===== src/sv/fct_pkg.sv =====
package fct_pkg;

    localparam int PLANE_W    = 64;
    localparam int COEF_W     = 12;
    localparam int D_W        = 28;
    localparam int POS_W      = 24;
    localparam int EXT_W      = 23;
    localparam int PROD_W     = COEF_W + POS_W;
    localparam int MAG_PROD_W = COEF_W + EXT_W;
    localparam int SUM_W      = 42;
    localparam int D_SHIFT    = 10;
    localparam int REG_COUNT  = 6;
    localparam int CFG_IDX_W  = 3;

    typedef enum logic [1:0] {
        FUNC_POINT  = 2'd0,
        FUNC_CUBE   = 2'd1,
        FUNC_SPHERE = 2'd2,
        FUNC_BOX    = 2'd3
    } func_t;

    typedef enum logic [CFG_IDX_W-1:0] {
        REG_PLANE_NEAR   = 3'd0,
        REG_PLANE_FAR    = 3'd1,
        REG_PLANE_LEFT   = 3'd2,
        REG_PLANE_RIGHT  = 3'd3,
        REG_PLANE_TOP    = 3'd4,
        REG_PLANE_BOTTOM = 3'd5
    } cfg_reg_t;

    // stage load enables
    typedef struct packed {
        logic en1;
        logic en2;
        logic en_out;
    } pipe_en_t;

endpackage


===== src/sv/fct_plane_lane.sv =====
module fct_plane_lane (
    input  logic                                 aclk,
    input  fct_pkg::pipe_en_t                    en,
    input  logic [fct_pkg::PLANE_W-1:0]          plane,
    input  logic signed [fct_pkg::POS_W-1:0]     pos_x,
    input  logic signed [fct_pkg::POS_W-1:0]     pos_y,
    input  logic signed [fct_pkg::POS_W-1:0]     pos_z,
    input  logic [fct_pkg::EXT_W-1:0]            ext_x,
    input  logic [fct_pkg::EXT_W-1:0]            ext_y,
    input  logic [fct_pkg::EXT_W-1:0]            ext_z,
    input  fct_pkg::func_t                       func_s1,
    input  logic [fct_pkg::EXT_W-1:0]            radius_s1,
    output logic                                 cull
);
    import fct_pkg::*;

    logic signed [COEF_W-1:0] a_coef, b_coef, c_coef;
    logic signed [D_W-1:0]    d_coef;
    logic [COEF_W-1:0]        a_mag, b_mag, c_mag;

    logic signed [PROD_W-1:0] prod_ax_reg, prod_ax_next;
    logic signed [PROD_W-1:0] prod_by_reg, prod_by_next;
    logic signed [PROD_W-1:0] prod_cz_reg, prod_cz_next;
    logic [MAG_PROD_W-1:0]    mag_ax_reg, mag_ax_next;
    logic [MAG_PROD_W-1:0]    mag_by_reg, mag_by_next;
    logic [MAG_PROD_W-1:0]    mag_cz_reg, mag_cz_next;

    logic signed [SUM_W-1:0]  center_reg, center_next;
    logic signed [SUM_W-1:0]  adj_reg, adj_next;
    logic [SUM_W-1:0]         mag_sum;
    logic signed [SUM_W-1:0]  margin;

    assign a_coef = plane[COEF_W-1:0];
    assign b_coef = plane[2*COEF_W-1:COEF_W];
    assign c_coef = plane[3*COEF_W-1:2*COEF_W];
    assign d_coef = plane[PLANE_W-1:3*COEF_W];

    assign a_mag = a_coef[COEF_W-1] ? (~a_coef + 1'b1) : a_coef;
    assign b_mag = b_coef[COEF_W-1] ? (~b_coef + 1'b1) : b_coef;
    assign c_mag = c_coef[COEF_W-1] ? (~c_coef + 1'b1) : c_coef;

    // stage 1: plane products at the centre and worst-case extent terms
    always_comb begin
        prod_ax_next = PROD_W'(a_coef) * PROD_W'(pos_x);
        prod_by_next = PROD_W'(b_coef) * PROD_W'(pos_y);
        prod_cz_next = PROD_W'(c_coef) * PROD_W'(pos_z);
        mag_ax_next  = MAG_PROD_W'(a_mag) * MAG_PROD_W'(ext_x);
        mag_by_next  = MAG_PROD_W'(b_mag) * MAG_PROD_W'(ext_y);
        mag_cz_next  = MAG_PROD_W'(c_mag) * MAG_PROD_W'(ext_z);
    end

    always_ff @(posedge aclk) begin
        if (en.en1) begin
            prod_ax_reg <= prod_ax_next;
            prod_by_reg <= prod_by_next;
            prod_cz_reg <= prod_cz_next;
            mag_ax_reg  <= mag_ax_next;
            mag_by_reg  <= mag_by_next;
            mag_cz_reg  <= mag_cz_next;
        end
    end

    // stage 2: centre value and the slack the query kind allows
    always_comb begin
        center_next = SUM_W'(prod_ax_reg) + SUM_W'(prod_by_reg) + SUM_W'(prod_cz_reg)
                    + (SUM_W'(d_coef) <<< D_SHIFT);
        mag_sum     = SUM_W'(mag_ax_reg) + SUM_W'(mag_by_reg) + SUM_W'(mag_cz_reg);
        case (func_s1)
            FUNC_POINT:  adj_next = '0;
            FUNC_SPHERE: adj_next = signed'(SUM_W'(radius_s1) << D_SHIFT);
            default:     adj_next = signed'(mag_sum);
        endcase
    end

    always_ff @(posedge aclk) begin
        if (en.en2) begin
            center_reg <= center_next;
            adj_reg    <= adj_next;
        end
    end

    // best corner, centre plus radius, or the point itself, still behind the plane
    assign margin = center_reg + adj_reg;
    assign cull   = margin[SUM_W-1];

endmodule


===== config.mk =====
export PLATFORM = sky130hd
export DESIGN_NAME = fct_plane_lane
export DESIGN_NICKNAME = d
export VERILOG_FILES = /design/src/sv/fct_pkg.sv /design/src/sv/fct_plane_lane.sv
export SDC_FILE = /design/constraint.sdc
export NUM_CORES = 2
export LEC_CHECK = 0
export BUFFER_PORTS_ARGS = -buffer_cell sky130_fd_sc_hd__buf_2
export CORE_MARGIN = 2
export CORE_UTILIZATION = 65
export DETAILED_ROUTE_END_ITERATION = 8
export GPL_ROUTABILITY_DRIVEN = 0
export PLACE_DENSITY = 0.83
export SLEW_MARGIN = 5
export SYNTH_ARGS = -nofsm -noshare
export SYNTH_HDL_FRONTEND = slang
export SYNTH_SLANG_ARGS = --single-unit

===== constraint.sdc =====
create_clock -name aclk -period 25.7 [get_ports aclk]
set_input_delay 5.14 -clock aclk [delete_from_list [all_inputs] [get_ports aclk]]
set_output_delay 5.14 -clock aclk [all_outputs]
set_load 0.02 [all_outputs]

==> flow_metrics.tcl <==
set metrics [dict create \
    grt_pass1_wl_um 289200 \
    cts_tree "yes" \
    holdWs_ns 0.7322 \
    ys_warn_count 0 \
    dr.pass1.iters 6 \
    wire_per_inst_um 19.32 \
    grt_usage 0.3254 \
    finalWirelength_um 173300 \
    cts_buffer_depth 3 \
    grt_overflow 0 \
    ant_nets 0 \
    synth_top_area_frac 0.4237 \
    setup_viol 0 \
    syn_nets 9858 \
    worst-endpoint-required_ns 26.01 \
    grt_max_degree 87 \
    end_kind "flop" \
    crit_buf_inv 7 \
    avgSynthCellArea_um2 9.424 \
    crit_arrival_ns 12.88 \
    fin_skew_ns 0.02863 \
    synth_flop_cell "edfxtp_1" \
    max_freq_mhz 79.49 \
    start_kind "input port" \
    hp-class "flop to flop" \
    synthDominantAreaCellType "fa_1" \
    status "finished, final reports clean" \
    synthCells 7555 \
    path_class "input port to flop" \
    core_area_um2 108700 \
    seq_area_frac_synth 0.1219 \
    slowest_stage "xnor2_2" \
    drc 0 \
    synth_edf_count 289 \
    yosysUniqueCellTypes 82 \
    period_needed_ns 12.58 \
    drive_gt1_frac 0.04989 \
    finalSetupTns_ns 0 \
    cts_sinks 289 \
    drtIter0Drc 3936 \
    port_buffers 233 \
    cp_max_fo 49 \
    slowest_delay_ns 1.02 \
    fin_crit_sh 0.4895 \
    hold_violations 0 \
    path_delay_family "adder cells" \
    clk_latency_ns 0.60 \
    final_nets 9819 \
    start_util 0.6550 \
    cts_buffers 28 \
    avgViaCountPerCell 5.812 \
    die_y_um 335.0 \
    largest_reg_flops 39 \
    vias 52140 \
    synth.most_common_cell "inv_1" \
    slew_headroom 0.1178 \
    syn-cell-area_um2 71200 \
    ys_ff_latch 289 \
    floorplan.rows 121 \
    dieArea_um2 112200 \
    grt_pass1_vias 57050 \
    worst_slew_pin_slew_ns 1.317 \
    die_w_um 335.0 \
    synth.area.top_cells "fa_1 42%, edfxtp_1 12%, ha_1 9.9%" \
    slew_viol_final 0 \
    pin_count 235 \
    synthTopCellsByCount "1,640 x inv_1, 1,507 x fa_1, 1,179 x nand2_1" \
    fillers 7987 \
    cts_hold_buf 0 \
    ys_async_sr_fraction 0 \
    cts_setup_buffers 0 \
    antenna_found_initial 35 \
    cts.clk_slew.worst_paths_ns 0.07 \
    htree_levels 1 \
    cap_violations 0 \
    post_cts_resized 0 \
    rsz0062_at_grt "false" \
    syn_to_final_growth_pct 4.327 \
    clockRootBuffer "clkbuf_16" \
    dp_hpwl_um 140600 \
]
[through the flow]
| stage | setup WS, ns | utilization | instances | area (um2) |
|---|---|---|---|---|
| final | 13.12 | 0.6833 | 8971 | 74280 |
| after global routing | 12.76 | 0.6832 | 8965 | 74260 |
| after global placement | 12.79 | 0.6745 | 8900 | 73320 |
| after floorplan | 14.04 | - | 7555 | 71200 |
| after detailed placement | 12.68 | 0.6745 | 8900 | 73320 |
| after CTS | 13.24 | 0.6829 | 8951 | 74230 |
[cell type report]
class	instances	area [um2]	share of cell area
well taps	1414	1769	0.02382
clock inverters	14	176.4	0.002375
inverters	1640	6156	0.08288
multi-input cells	5289	55270	0.7441
flip-flops and latches	289	8678	0.1168
diodes	20	50.05	0.0006738
repair buffers	268	1440	0.01939
clock buffers	37	734.5	0.009888
[kinds of logic after synthesis]
kind of cell             share of synthesized area
AO/OA/AOI/OAI                              0.07023
XOR/XNOR                                   0.03346
adder cells (fa/ha/maj)                     0.5225
buffers and inverters                       0.1042
flip-flops                                  0.1219
multiplexers                             0.0005624
AND/OR/NAND/NOR                             0.1471
[placed cells by master, fill, tap and decap left out, drive strengths merged, types with 25 or more instances in the layout]
master | synthesis | final
fa | 1507 | 1507
inv | 1640 | 1640
a21o | 111 | 111
o21a | 37 | 37
nor2b | 30 | 30
nand2 | 1179 | 1179
a21oi | 212 | 212
nand2b | 103 | 103
o21ai | 133 | 133
nand3 | 51 | 51
xor2 | 67 | 67
nor3 | 33 | 33
clkbuf | 327 | 38
buf | 10 | 267
and3 | 25 | 25
a31oi | 25 | 25
nor2 | 119 | 119
and2 | 581 | 581
ha | 562 | 562
o21bai | 40 | 40
edfxtp | 289 | 289
xnor2 | 205 | 205
[worst paths after layout]
kind	startpoint	slack, ns	depth (start not counted)	endpoint
hold reg to reg	mag_ax_reg[0]	0.73	2	adj_reg[0]
setup reg to reg	mag_ax_reg[1]	21.21	12	adj_reg[35]
hold / removal	mag_ax_reg[0]	0.73	2	adj_reg[0]
setup / recovery	plane[24]	13.12	28	mag_cz_reg[29]
[routing by layer]
metal / vias to the layer above / global-route usage / share of wire
met5: - / 0 / 0.0010
met4: 30 / 0.1651 / 0.058
met3: 593 / 0.05164 / 0.080
met2: 2295 / 0.5546 / 0.50
met1: 26380 / 0.4038 / 0.36
li1: 22850 / - / -
[worst reg2reg max path, cell delays in order (launching register included)]
cell      delay, ns
edfxtp_1       0.41
fa_1           0.49
ha_1           0.23
fa_1           0.46
a21o_1         0.21
a311oi_1       0.41
o211ai_1       0.16
o211ai_1       0.25
o21ai_2        0.21
a211oi_2       0.40
o21ai_0        0.22
a31oi_1        0.24
mux2i_1        0.52
Power is not shown: default switching activity piles up to over one toggle a cycle in this logic, so the estimate is an artifact.
