## config.mk

```make
export PLATFORM = sky130hd
export DESIGN_NAME = fct_pipe_ctrl
export DESIGN_NICKNAME = d
export VERILOG_FILES = /design/src/sv/fct_pkg.sv /design/src/sv/fct_pipe_ctrl.sv
export SDC_FILE = /design/constraint.sdc
export NUM_CORES = 1
export LEC_CHECK = 0
export BUFFER_PORTS_ARGS = -buffer_cell sky130_fd_sc_hd__buf_2
export CORE_AREA = 2 2 39 41
export DETAILED_ROUTE_END_ITERATION = 10
export DIE_AREA = 0 0 41 43
export GPL_TIMING_DRIVEN = 1
export PLACE_DENSITY = 0.3
export SKIP_CTS_REPAIR_TIMING = 1
export SLEW_MARGIN = 40
export SYNTH_ARGS = -nofsm -noshare
export SYNTH_HDL_FRONTEND = slang
export SYNTH_SLANG_ARGS = --single-unit
export TNS_END_PERCENT = 100
```

## constraint.sdc

```tcl
create_clock -name aclk -period 1 [get_ports aclk]
set_clock_uncertainty 0.1 [all_clocks]
set_input_delay 0 -clock aclk [delete_from_list [all_inputs] [get_ports aclk]]
set_output_delay 0 -clock aclk [all_outputs]
set_load 0.1 [all_outputs]
```

## src/sv/fct_pkg.sv

```systemverilog
package fct_pkg;

    localparam int PLANE_W    = 64;
    localparam int COEF_W     = 12;
    localparam int D_W        = 28;
    localparam int POS_W      = 24;
    localparam int EXT_W      = 23;
    localparam int PROD_W     = COEF_W + POS_W;
    localparam int MAG_PROD_W = COEF_W + EXT_W;
    localparam int SUM_W      = 42;
    localparam int D_SHIFT    = 10;
    localparam int REG_COUNT  = 6;
    localparam int CFG_IDX_W  = 3;

    typedef enum logic [1:0] {
        FUNC_POINT  = 2'd0,
        FUNC_CUBE   = 2'd1,
        FUNC_SPHERE = 2'd2,
        FUNC_BOX    = 2'd3
    } func_t;

    typedef enum logic [CFG_IDX_W-1:0] {
        REG_PLANE_NEAR   = 3'd0,
        REG_PLANE_FAR    = 3'd1,
        REG_PLANE_LEFT   = 3'd2,
        REG_PLANE_RIGHT  = 3'd3,
        REG_PLANE_TOP    = 3'd4,
        REG_PLANE_BOTTOM = 3'd5
    } cfg_reg_t;

    // stage load enables
    typedef struct packed {
        logic en1;
        logic en2;
        logic en_out;
    } pipe_en_t;

endpackage

```

## src/sv/fct_pipe_ctrl.sv

```systemverilog
module fct_pipe_ctrl (
    input  logic              aclk,
    input  logic              aresetn,
    input  logic              s_valid,
    output logic              s_ready,
    output logic              m_valid,
    input  logic              m_ready,
    output fct_pkg::pipe_en_t en
);
    import fct_pkg::*;

    logic v1_reg, v1_next;
    logic v2_reg, v2_next;
    logic vout_reg, vout_next;

    // each stage moves when the one after it is empty or moving
    always_comb begin
        en.en_out = !vout_reg || m_ready;
        en.en2    = !v2_reg || en.en_out;
        en.en1    = !v1_reg || en.en2;
    end

    always_comb begin
        v1_next   = en.en1    ? s_valid : v1_reg;
        v2_next   = en.en2    ? v1_reg  : v2_reg;
        vout_next = en.en_out ? v2_reg  : vout_reg;
    end

    always_ff @(posedge aclk) begin
        if (!aresetn) begin
            v1_reg   <= 1'b0;
            v2_reg   <= 1'b0;
            vout_reg <= 1'b0;
        end else begin
            v1_reg   <= v1_next;
            v2_reg   <= v2_next;
            vout_reg <= vout_next;
        end
    end

    assign s_ready = en.en1;
    assign m_valid = vout_reg;

endmodule

```

==> results.yml, run 1 <==
sta:
  maxSlewViolCount: 0
  tightest_slew_ns: 0.0982
  fin_ws_ns: -0.247
  setup_violations: 7
  fin_crit_sh_pct: 125
  fin_setup_tns_ns: -0.949
  hold_viol: 0
  period_minus_slack_ns: 1.25
  rsz0062_at_grt: "true"
  slew_headroom_pct: 93.4
  fmax_ghz: 0.802
critical_path:
  endpoint_kind: "output port"
  timing.rr.start: "v1_reg"
  path_buf_inv: 2
  cpMaxStageDelayCell: "dfxtp_4"
  crit_path_max_incr_delay_ns: 0.34
  r2r-end: "v1_reg"
  crit_family: "flip-flops"
  worstPathCellList: "and4b_2 -> clkinvlp_4 -> buf_12"
  endpoint: "en[2]"
  r2r_slack_ns: -0.08
  reg2reg_depth: 3
  startpoint_type: "register"
  crit_type: "reg2out"
  worst-path-stages: 3
  cp-startpoint: "m_valid"
  worstPathRequired_ns: 0.90
  arrival_ns: 1.15
  critPathMaxFanout: 4
place:
  dpl_cell_area_um2: 280
  io_buffer_count: 8
  place.gp.congestion: 0.501
final_layout:
  fillers: 154
  syn2layout_area_growth_pct: 171
  drive_gt1_share_pct: 80.0
  final_nets: 35
  antenna_cells: 0
  fin_area_um2: 353
clocking:
  clock-root-buffer: "clkbuf_4"
  cts_tree: "done"
  clkSlewWorstSetupHoldPaths_ns: 0.04
  clk_latency_ns: 0.23
  cts_made_buffers: 3
  htree_num_levels: 1
  clock_path_buffers: 2
  cts_sinks: 3
drt:
  num_vias: 149
  ant_nets: 0
  drt_pre_antenna_iters: 2
  wl_per_cell_um: 7.15
  viasPerCell: 3.24
  routed_wirelength_um: 329
  first_iter_violations: 1
  drcViolationCount: 0
outcome:
  status: "complete, but fails checks"
  violations: "negative setup slack"
run:
  cap_viol_max_count: 0
power_and_ir_drop:
  power_mw: 0.400
  power.density_nw_per_um2: 1130
  p_leak_nw: 0.159
  peakVddDrop_mv: 0.479
floorplanning:
  core_area_um2: 1380
  start_util_pct: 9.40
  dieHeight_um: 43
  rows: 14
  io-pin-count: 9
  die_area_um2: 1760
  dieWidth_um: 41
synthesis:
  synth.area.top_cells: "dfxtp_1 46%, o21a_1 17%, inv_1 8.7%"
  synth.ff_latch_count: 3
  synthCells: 13
  syn-num-nets: 17
  netlist_area_um2: 130
  synth.distinct_cells: 7
  yosysTopAreaCell: "dfxtp_1"
  avgSynthCellArea_um2: 10.0
  synth_top_area_share_pct: 46.2
  yosysSeqAreaShare_pct: 46.2
  yosysWarnings: 0
global_route:
  grt_max_degree: 5
  gr-total-overflow: 0
  grt_pass1_vias: 135
  grt_pass1_wl_um: 545
  antenna_found_initial: 0
  grtUsageTotal_pct: 5.22
worst_hold_path:
  hold_class: "in2reg"
==> cells in the mapped netlist <==
cell / count
and4b_1: 1
buf_4: 1
o21a_1: 3
dfxtp_1: 3
and2b_2: 1
inv_1: 3
and3b_2: 1
==> area by class of cell <==
type / instances / area (um^2) / area share, %
timing repair buffer: 14 / 165 / 46.8
multi-input combinational: 6 / 52.6 / 14.9
inverter: 3 / 22.5 / 6.38
tap: 16 / 20.0 / 5.67
sequential: 3 / 66.3 / 18.8
clock buffer: 4 / 26.3 / 7.45
==> layout by cell type (no fill, tap or decap) <==
cell and instances:
clkbuf_1 1, and3b_2 1, clkbuf_4 3, and2b_2 1, buf_4 4, clkinvlp_4 3
dlygate4sd3_1 2, buf_2 3, buf_12 5, dfxtp_4 1, and4b_2 1, o21a_1 3
dfxtp_2 2
==> report_power, final <==
part	internal, mW	switching [mW]	leakage (nW)
Combinational	0.0286	0.0301	0.118
Sequential	0.125	0.00317	0.0261
Clock	0.150	0.0635	0.0150
Total	0.303	0.0967	0.159
==> worst min-delay path by stage <==
stage / cells after the start / slack, ns / endpoint / startpoint
finish: 4 / 0.24 / m_valid / m_ready
global route: 4 / 0.27 / m_valid / m_ready
CTS: 2 / -0.14 / v1_reg / s_valid
detailed placement: 2 / 0.10 / v1_reg / s_valid
global placement: 2 / 0.1 / v1_reg / s_valid
floorplan: 1 / 0.01 / v1_reg / s_valid
==> routing by layer <==
metal	vias to the layer above	track usage (%)	part of all wire (%)
met1	68	5.13	45
li1	74	-	-
met4	0	6.00	0
met3	0	4.71	7.3
met2	7	5.63	47
met5	-	0	0
==> metrics by stage <==
stage	cells	setup WS (ns)	hold WS [ns]	util, %
finish	46	-0.247	0.244	25.5
global route	46	-0.299	0.272	25.5
floorplan	13	-0.725	0.0102	-
global placement	37	-0.0540	0.0970	20.3
CTS	41	-0.311	-0.143	22.2
detailed placement	37	-0.0559	0.101	20.3
==> cells by family (layout without fill, tap and decap cells) <==
family / count (synthesis) / after routing / synth area share [%]
AO/OA/AOI/OAI: 3 / 3 / 17.3
buffers and inverters: 4 / 21 / 14.4
flip-flops: 3 / 3 / 46.2
AND/OR/NAND/NOR: 3 / 3 / 22.1
==> tightest hold or removal path: stages <==
cell	delay (ns)
buf_2	0.11
and2b_2	0.24
buf_4	0.11
o21a_1	0.09
Power figures use the tool's default switching activity.
==> run 2, diff against run 1 <==
- ABC_AREA: default -> 1
- clock period: 1 -> 1.6 ns (I/O delays scaled with it)
==> run 2 against run 1 <==
The flow now finishes without violations. Non-clock buffer count shrank 3. Sequential cell count unchanged. Final cell count is 2.2% lower. Area after synthesis is 5.8% lower. Count of clock-buffer cells in the layout did not move. Combinational power shrank 45%. Sequential power down 35%. Wire length did not move. Worst setup slack gained 0.45 ns. Synthesized cell count rose by 15%. Critical endpoint is now v1_reg.
==> results.yml, run 2 <==
sta:
  fmax_ghz: 0.717
  fin_crit_sh_pct: 87.2
  fin_ws_ns: 0.204
  hold_viol: 0
  holdWs_ns: 0.0314
  slew_headroom_pct: 67.6
  tightest_slew_ns: 0.490
  period_minus_slack_ns: 1.40
  maxSlewViolCount: 0
  rsz0062_at_grt: "false"
  setup_violations: 0
  fin_setup_tns_ns: 0
critical_path:
  crit_path_max_incr_delay_ns: 0.55
  crit_type: "reg2reg"
  worstPathRequired_ns: 1.68
  endpoint_kind: "register"
  arrival_ns: 1.47
  crit_family: "buffers and inverters"
  cpMaxStageDelayCell: "dlygate4sd3_1"
  critPathMaxFanout: 3
  worstPathCellList: "nand4_4 -> a21oi_1 -> dlygate4sd3_1"
  startpoint_type: "register"
  path_buf_inv: 1
final_layout:
  final_common_cell: "buf_2"
  final_nets: 34
  final_cell_mix: "8 x buf_2, 5 x inv_1, 3 x a21oi_1, 3 x clkbuf_4, 3 x dlygate4sd3_1"
  final_cells: 45
  utilization_pct: 18.7
  antenna_cells: 0
  drive_gt1_share_pct: 51.7
  fillers: 153
  syn2layout_area_growth_pct: 111
synthesis:
  synth.cells.most_frequent: "5 x inv_1, 3 x a21oi_1, 3 x dfxtp_1"
  muxShareOfSynthArea_pct: 0
  synth.distinct_cells: 7
  netlist_area_um2: 123
  yosysTopAreaCell: "dfxtp_1"
  synth.ff_latch_count: 3
  yosysWarnings: 0
  synth-compound-area-share_pct: 12.2
  syn-num-nets: 19
  yosysSeqAreaShare_pct: 49.0
  synth_top_area_share_pct: 49.0
  synth.area.top_cells: "dfxtp_1 49%, inv_1 15%, a21oi_1 12%"
  synth_top_family_by_area: "buffers and inverters"
  synthXorXnorAreaFrac_pct: 0
  synthMostInstantiatedCell: "inv_1"
  synthAdderAreaFrac_pct: 0
  synthCells: 15
  synthArstFlopShare_pct: 0
  synthSimpleGateAreaFrac_pct: 17.3
  avgSynthCellArea_um2: 8.17
  ys.flop_type: "dfxtp_1"
  synth-edff-count: 0
worst_hold_path:
  hold_class: "in2reg"
floorplanning:
  core_area_um2: 1380
  io-pin-count: 9
  dieHeight_um: 43
  start_util_pct: 8.86
  dieWidth_um: 41
  die_area_um2: 1760
  rows: 14
place:
  place.gp.congestion: 0.632
  io_buffer_count: 8
  dpl_worst_slack_ns: 0.602
  placedCellCount: 38
drt:
  drt_pre_antenna_iters: 1
  first_iter_violations: 0
  ant_nets: 0
  num_vias: 140
  viasPerCell: 3.11
  wl_per_cell_um: 7.31
  routed_wirelength_um: 329
  drcViolationCount: 0
global_route:
  antenna_found_initial: 0
  gr-total-overflow: 0
  grt_pass1_wl_um: 524
  grtUsageTotal_pct: 5.01
  grt_max_degree: 5
  grt_pass1_vias: 127
clocking:
  clock_path_buffers: 2
  cts_tree: "done"
  clkSlewWorstSetupHoldPaths_ns: 0.04
  cts_made_buffers: 3
  htree_num_levels: 1
  cts_sinks: 3
  clock-root-buffer: "clkbuf_4"
  clk_latency_ns: 0.23
power_and_ir_drop:
  peakVddDrop_mv: 0.257
  p_leak_nw: 0.114
  power.density_nw_per_um2: 961
run:
  cap_viol_max_count: 0
outcome:
  status: "finished, final reports clean"
==> run 2: changes by cell type after synthesis <==
cell / delta
and2b_2: -1
inv_1: +2
o21a_1: -3
nand4_2: +1
a21oi_1: +3
and4b_1: -1
nand2_1: +1
and3b_2: -1
nand3_1: +1
==> run 2: worst paths after layout <==
check          start  endpoint  slack [ns]  cells after the start
min          m_ready    v2_reg        0.03                      4
max reg2reg   v2_reg    v1_reg        0.20                      3
min reg2reg   v1_reg    v2_reg        0.38                      2
max           v2_reg    v1_reg        0.20                      3
==> run 2: where the power goes <==
part / switching (mW) / internal, mW / total (mW)
Sequential: 0.00525 / 0.0778 / 0.0831
Combinational: 0.0210 / 0.0112 / 0.0322
Clock: 0.0400 / 0.0935 / 0.134
==> run 2: cells by family (layout without fill, tap and decap cells) <==
group,count (synthesis),in the layout
AND/OR/NAND/NOR,3,3
buffers and inverters,6,20
AO/OA/AOI/OAI,3,3
flip-flops,3,3
==> run 2: final cells by class <==
cell class | instances | area [um^2] | share of cell area (%)
Multi-Input combinational cell | 6 | 60.1 | 23.2
Inverter | 5 | 18.8 | 7.25
Clock buffer | 4 | 26.3 | 10.1
Tap cell | 16 | 20.0 | 7.73
Sequential cell | 3 | 63.8 | 24.6
Timing Repair Buffer | 11 | 70.1 | 27.1
==> run 2: layer usage <==
layer	GRT usage, %	part of all wire (%)	vias to the layer above	routed length [um]
li1	-	-	75	-
met1	5.43	47	54	153
met2	5.63	37	11	122
met3	6.28	16	0	53
met4	2.00	0	0	0
met5	0	0	-	0
==> run 2: stage by stage <==
stage	total power [mW]	area, um^2
6_report	0.249	259
5_1_grt	0.270	259
2_1_floorplan	0.104	150
3_5_place_dp	0.111	203
4_1_cts	0.248	229
3_3_place_gp	0.110	203
==> run 2: tightest hold or removal path: stages <==
cell     delay (ns)
buf_2          0.08
inv_1          0.10
nand3_4        0.08
a21oi_1        0.05
==> run 3, diff against run 2 <==
- HOLD_SLACK_MARGIN: default -> 0.05
- clock period: 1.6 -> 1.48 ns (I/O delays scaled with it)
==> run 3 against run 2 <==
Global-route usage grew 0.20 points. Count of clock-buffer cells in the layout is the same. Die area did not move. Sequential share of layout area shrank 1.8 points. Fmax grew 0.92%. Utilization is 1.4 points higher. Combinational power is 19% higher. Critical path depth stayed put. Critical endpoint unchanged. Largest power group unchanged. Highest routed layer is now met4.
==> results.yml, run 3 (same netlist as run 2, synthesis figures left out) <==
global_route:
  grt_pass1_vias: 129
  gr-total-overflow: 0
  grt_pass1_wl_um: 476
  grtUsageTotal_pct: 5.21
  antenna_found_initial: 0
  grt_max_degree: 5
power_and_ir_drop:
  power.density_nw_per_um2: 964
  power_mw: 0.269
  p_leak_nw: 0.125
  peakVddDrop_mv: 0.274
place:
  place_hpwl_um: 240
  io_buffer_count: 8
  place.gp.congestion: 0.577
  dpl_worst_slack_ns: 0.481
floorplanning:
  core_area_um2: 1380
  start_util_pct: 8.86
  rows: 14
  io-pin-count: 9
  die_area_um2: 1760
  dieHeight_um: 43
  dieWidth_um: 41
worst_hold_path:
  hold_class: "reg2reg"
clocking:
  cts_made_buffers: 3
  htree_num_levels: 1
  clkSlewWorstSetupHoldPaths_ns: 0.04
  cts_tree: "done"
  clk_latency_ns: 0.23
  clock-root-buffer: "clkbuf_4"
  clock_path_buffers: 2
  cts_sinks: 3
sta:
  fmax_ghz: 0.723
  slew_headroom_pct: 67.7
  fin_ws_ns: 0.0971
  fin_crit_sh_pct: 93.4
  tightest_slew_ns: 0.488
  rsz0062_at_grt: "false"
  fin_setup_tns_ns: 0
  period_minus_slack_ns: 1.38
  hold_viol: 0
  maxSlewViolCount: 0
  setup_violations: 0
final_layout:
  final_nets: 36
  antenna_cells: 0
  syn2layout_area_growth_pct: 128
  utilization_pct: 20.2
  drive_gt1_share_pct: 48.4
  final_common_cell: "buf_2"
  final_cell_mix: "8 x buf_2, 5 x inv_1, 5 x dlygate4sd3_1, 3 x a21oi_1, 3 x clkbuf_4"
outcome:
  status: "finished, final reports clean"
run:
  cap_viol_max_count: 0
critical_path:
  critPathMaxFanout: 3
  startpoint_type: "register"
  endpoint_kind: "register"
  crit_type: "reg2reg"
  worstPathRequired_ns: 1.55
  arrival_ns: 1.45
drt:
  wl_per_cell_um: 6.68
  drt_pre_antenna_iters: 2
  drcViolationCount: 0
  num_vias: 152
  first_iter_violations: 3
  routed_wirelength_um: 314
  viasPerCell: 3.23
  ant_nets: 0
## run 3: cell types whose count changed in the layout (fill, tap and decap cells not counted), sizes merged
cell and change:
dlygate4sd3 +2
## run 3: metal layers
layer | track usage, % | up-vias | wire [um]
li1 | - | 78 | -
met1 | 4.15 | 63 | 128
met2 | 4.69 | 9 | 119
met3 | 6.28 | 2 | 61
met4 | 8.00 | 0 | 4
met5 | 0 | - | 0
## run 3: final cells by class
class / count / area, um^2
Timing Repair Buffer: 13 / 90.1
Inverter: 5 / 18.8
Clock buffer: 4 / 26.3
Multi-Input combinational cell: 6 / 60.1
Tap cell: 16 / 20.0
Sequential cell: 3 / 63.8
Fill cell: 160 / 1100
## run 3: worst max-delay path, stage by stage, from the launching register on
cell,delay (ns)
dfxtp_1,0.42
nand4_4,0.13
a21oi_1,0.13
dlygate4sd3_1,0.55
## run 3: worst paths after layout
path,endpoint,cells past startpoint,start,slack [ns]
setup / recovery,v1_reg,3,v2_reg,0.1
hold / removal,v2_reg,2,v1_reg,0.38
setup reg to reg,v1_reg,3,v2_reg,0.1
hold reg to reg,v2_reg,2,v1_reg,0.38
## run 3: per-stage QoR
| step | hold slack (ns) | cell area (um^2) | std cells |
|---|---|---|---|
| finish | 0.380 | 279 | 47 |
| global route | 0.394 | 279 | 47 |
| CTS | -0.0994 | 229 | 42 |
| detailed placement | 0.149 | 203 | 38 |
| global placement | 0.172 | 203 | 38 |
| floorplan | 0.0323 | 154 | 15 |
## run 3: power by group
part	internal, mW	total (mW)	leakage [nW]	switching, mW
registers	0.0842	0.0898	0.0255	0.00558
logic	0.0151	0.0382	0.0843	0.0231
clock network	0.101	0.141	0.0150	0.0401
total	0.200	0.269	0.125	0.0687
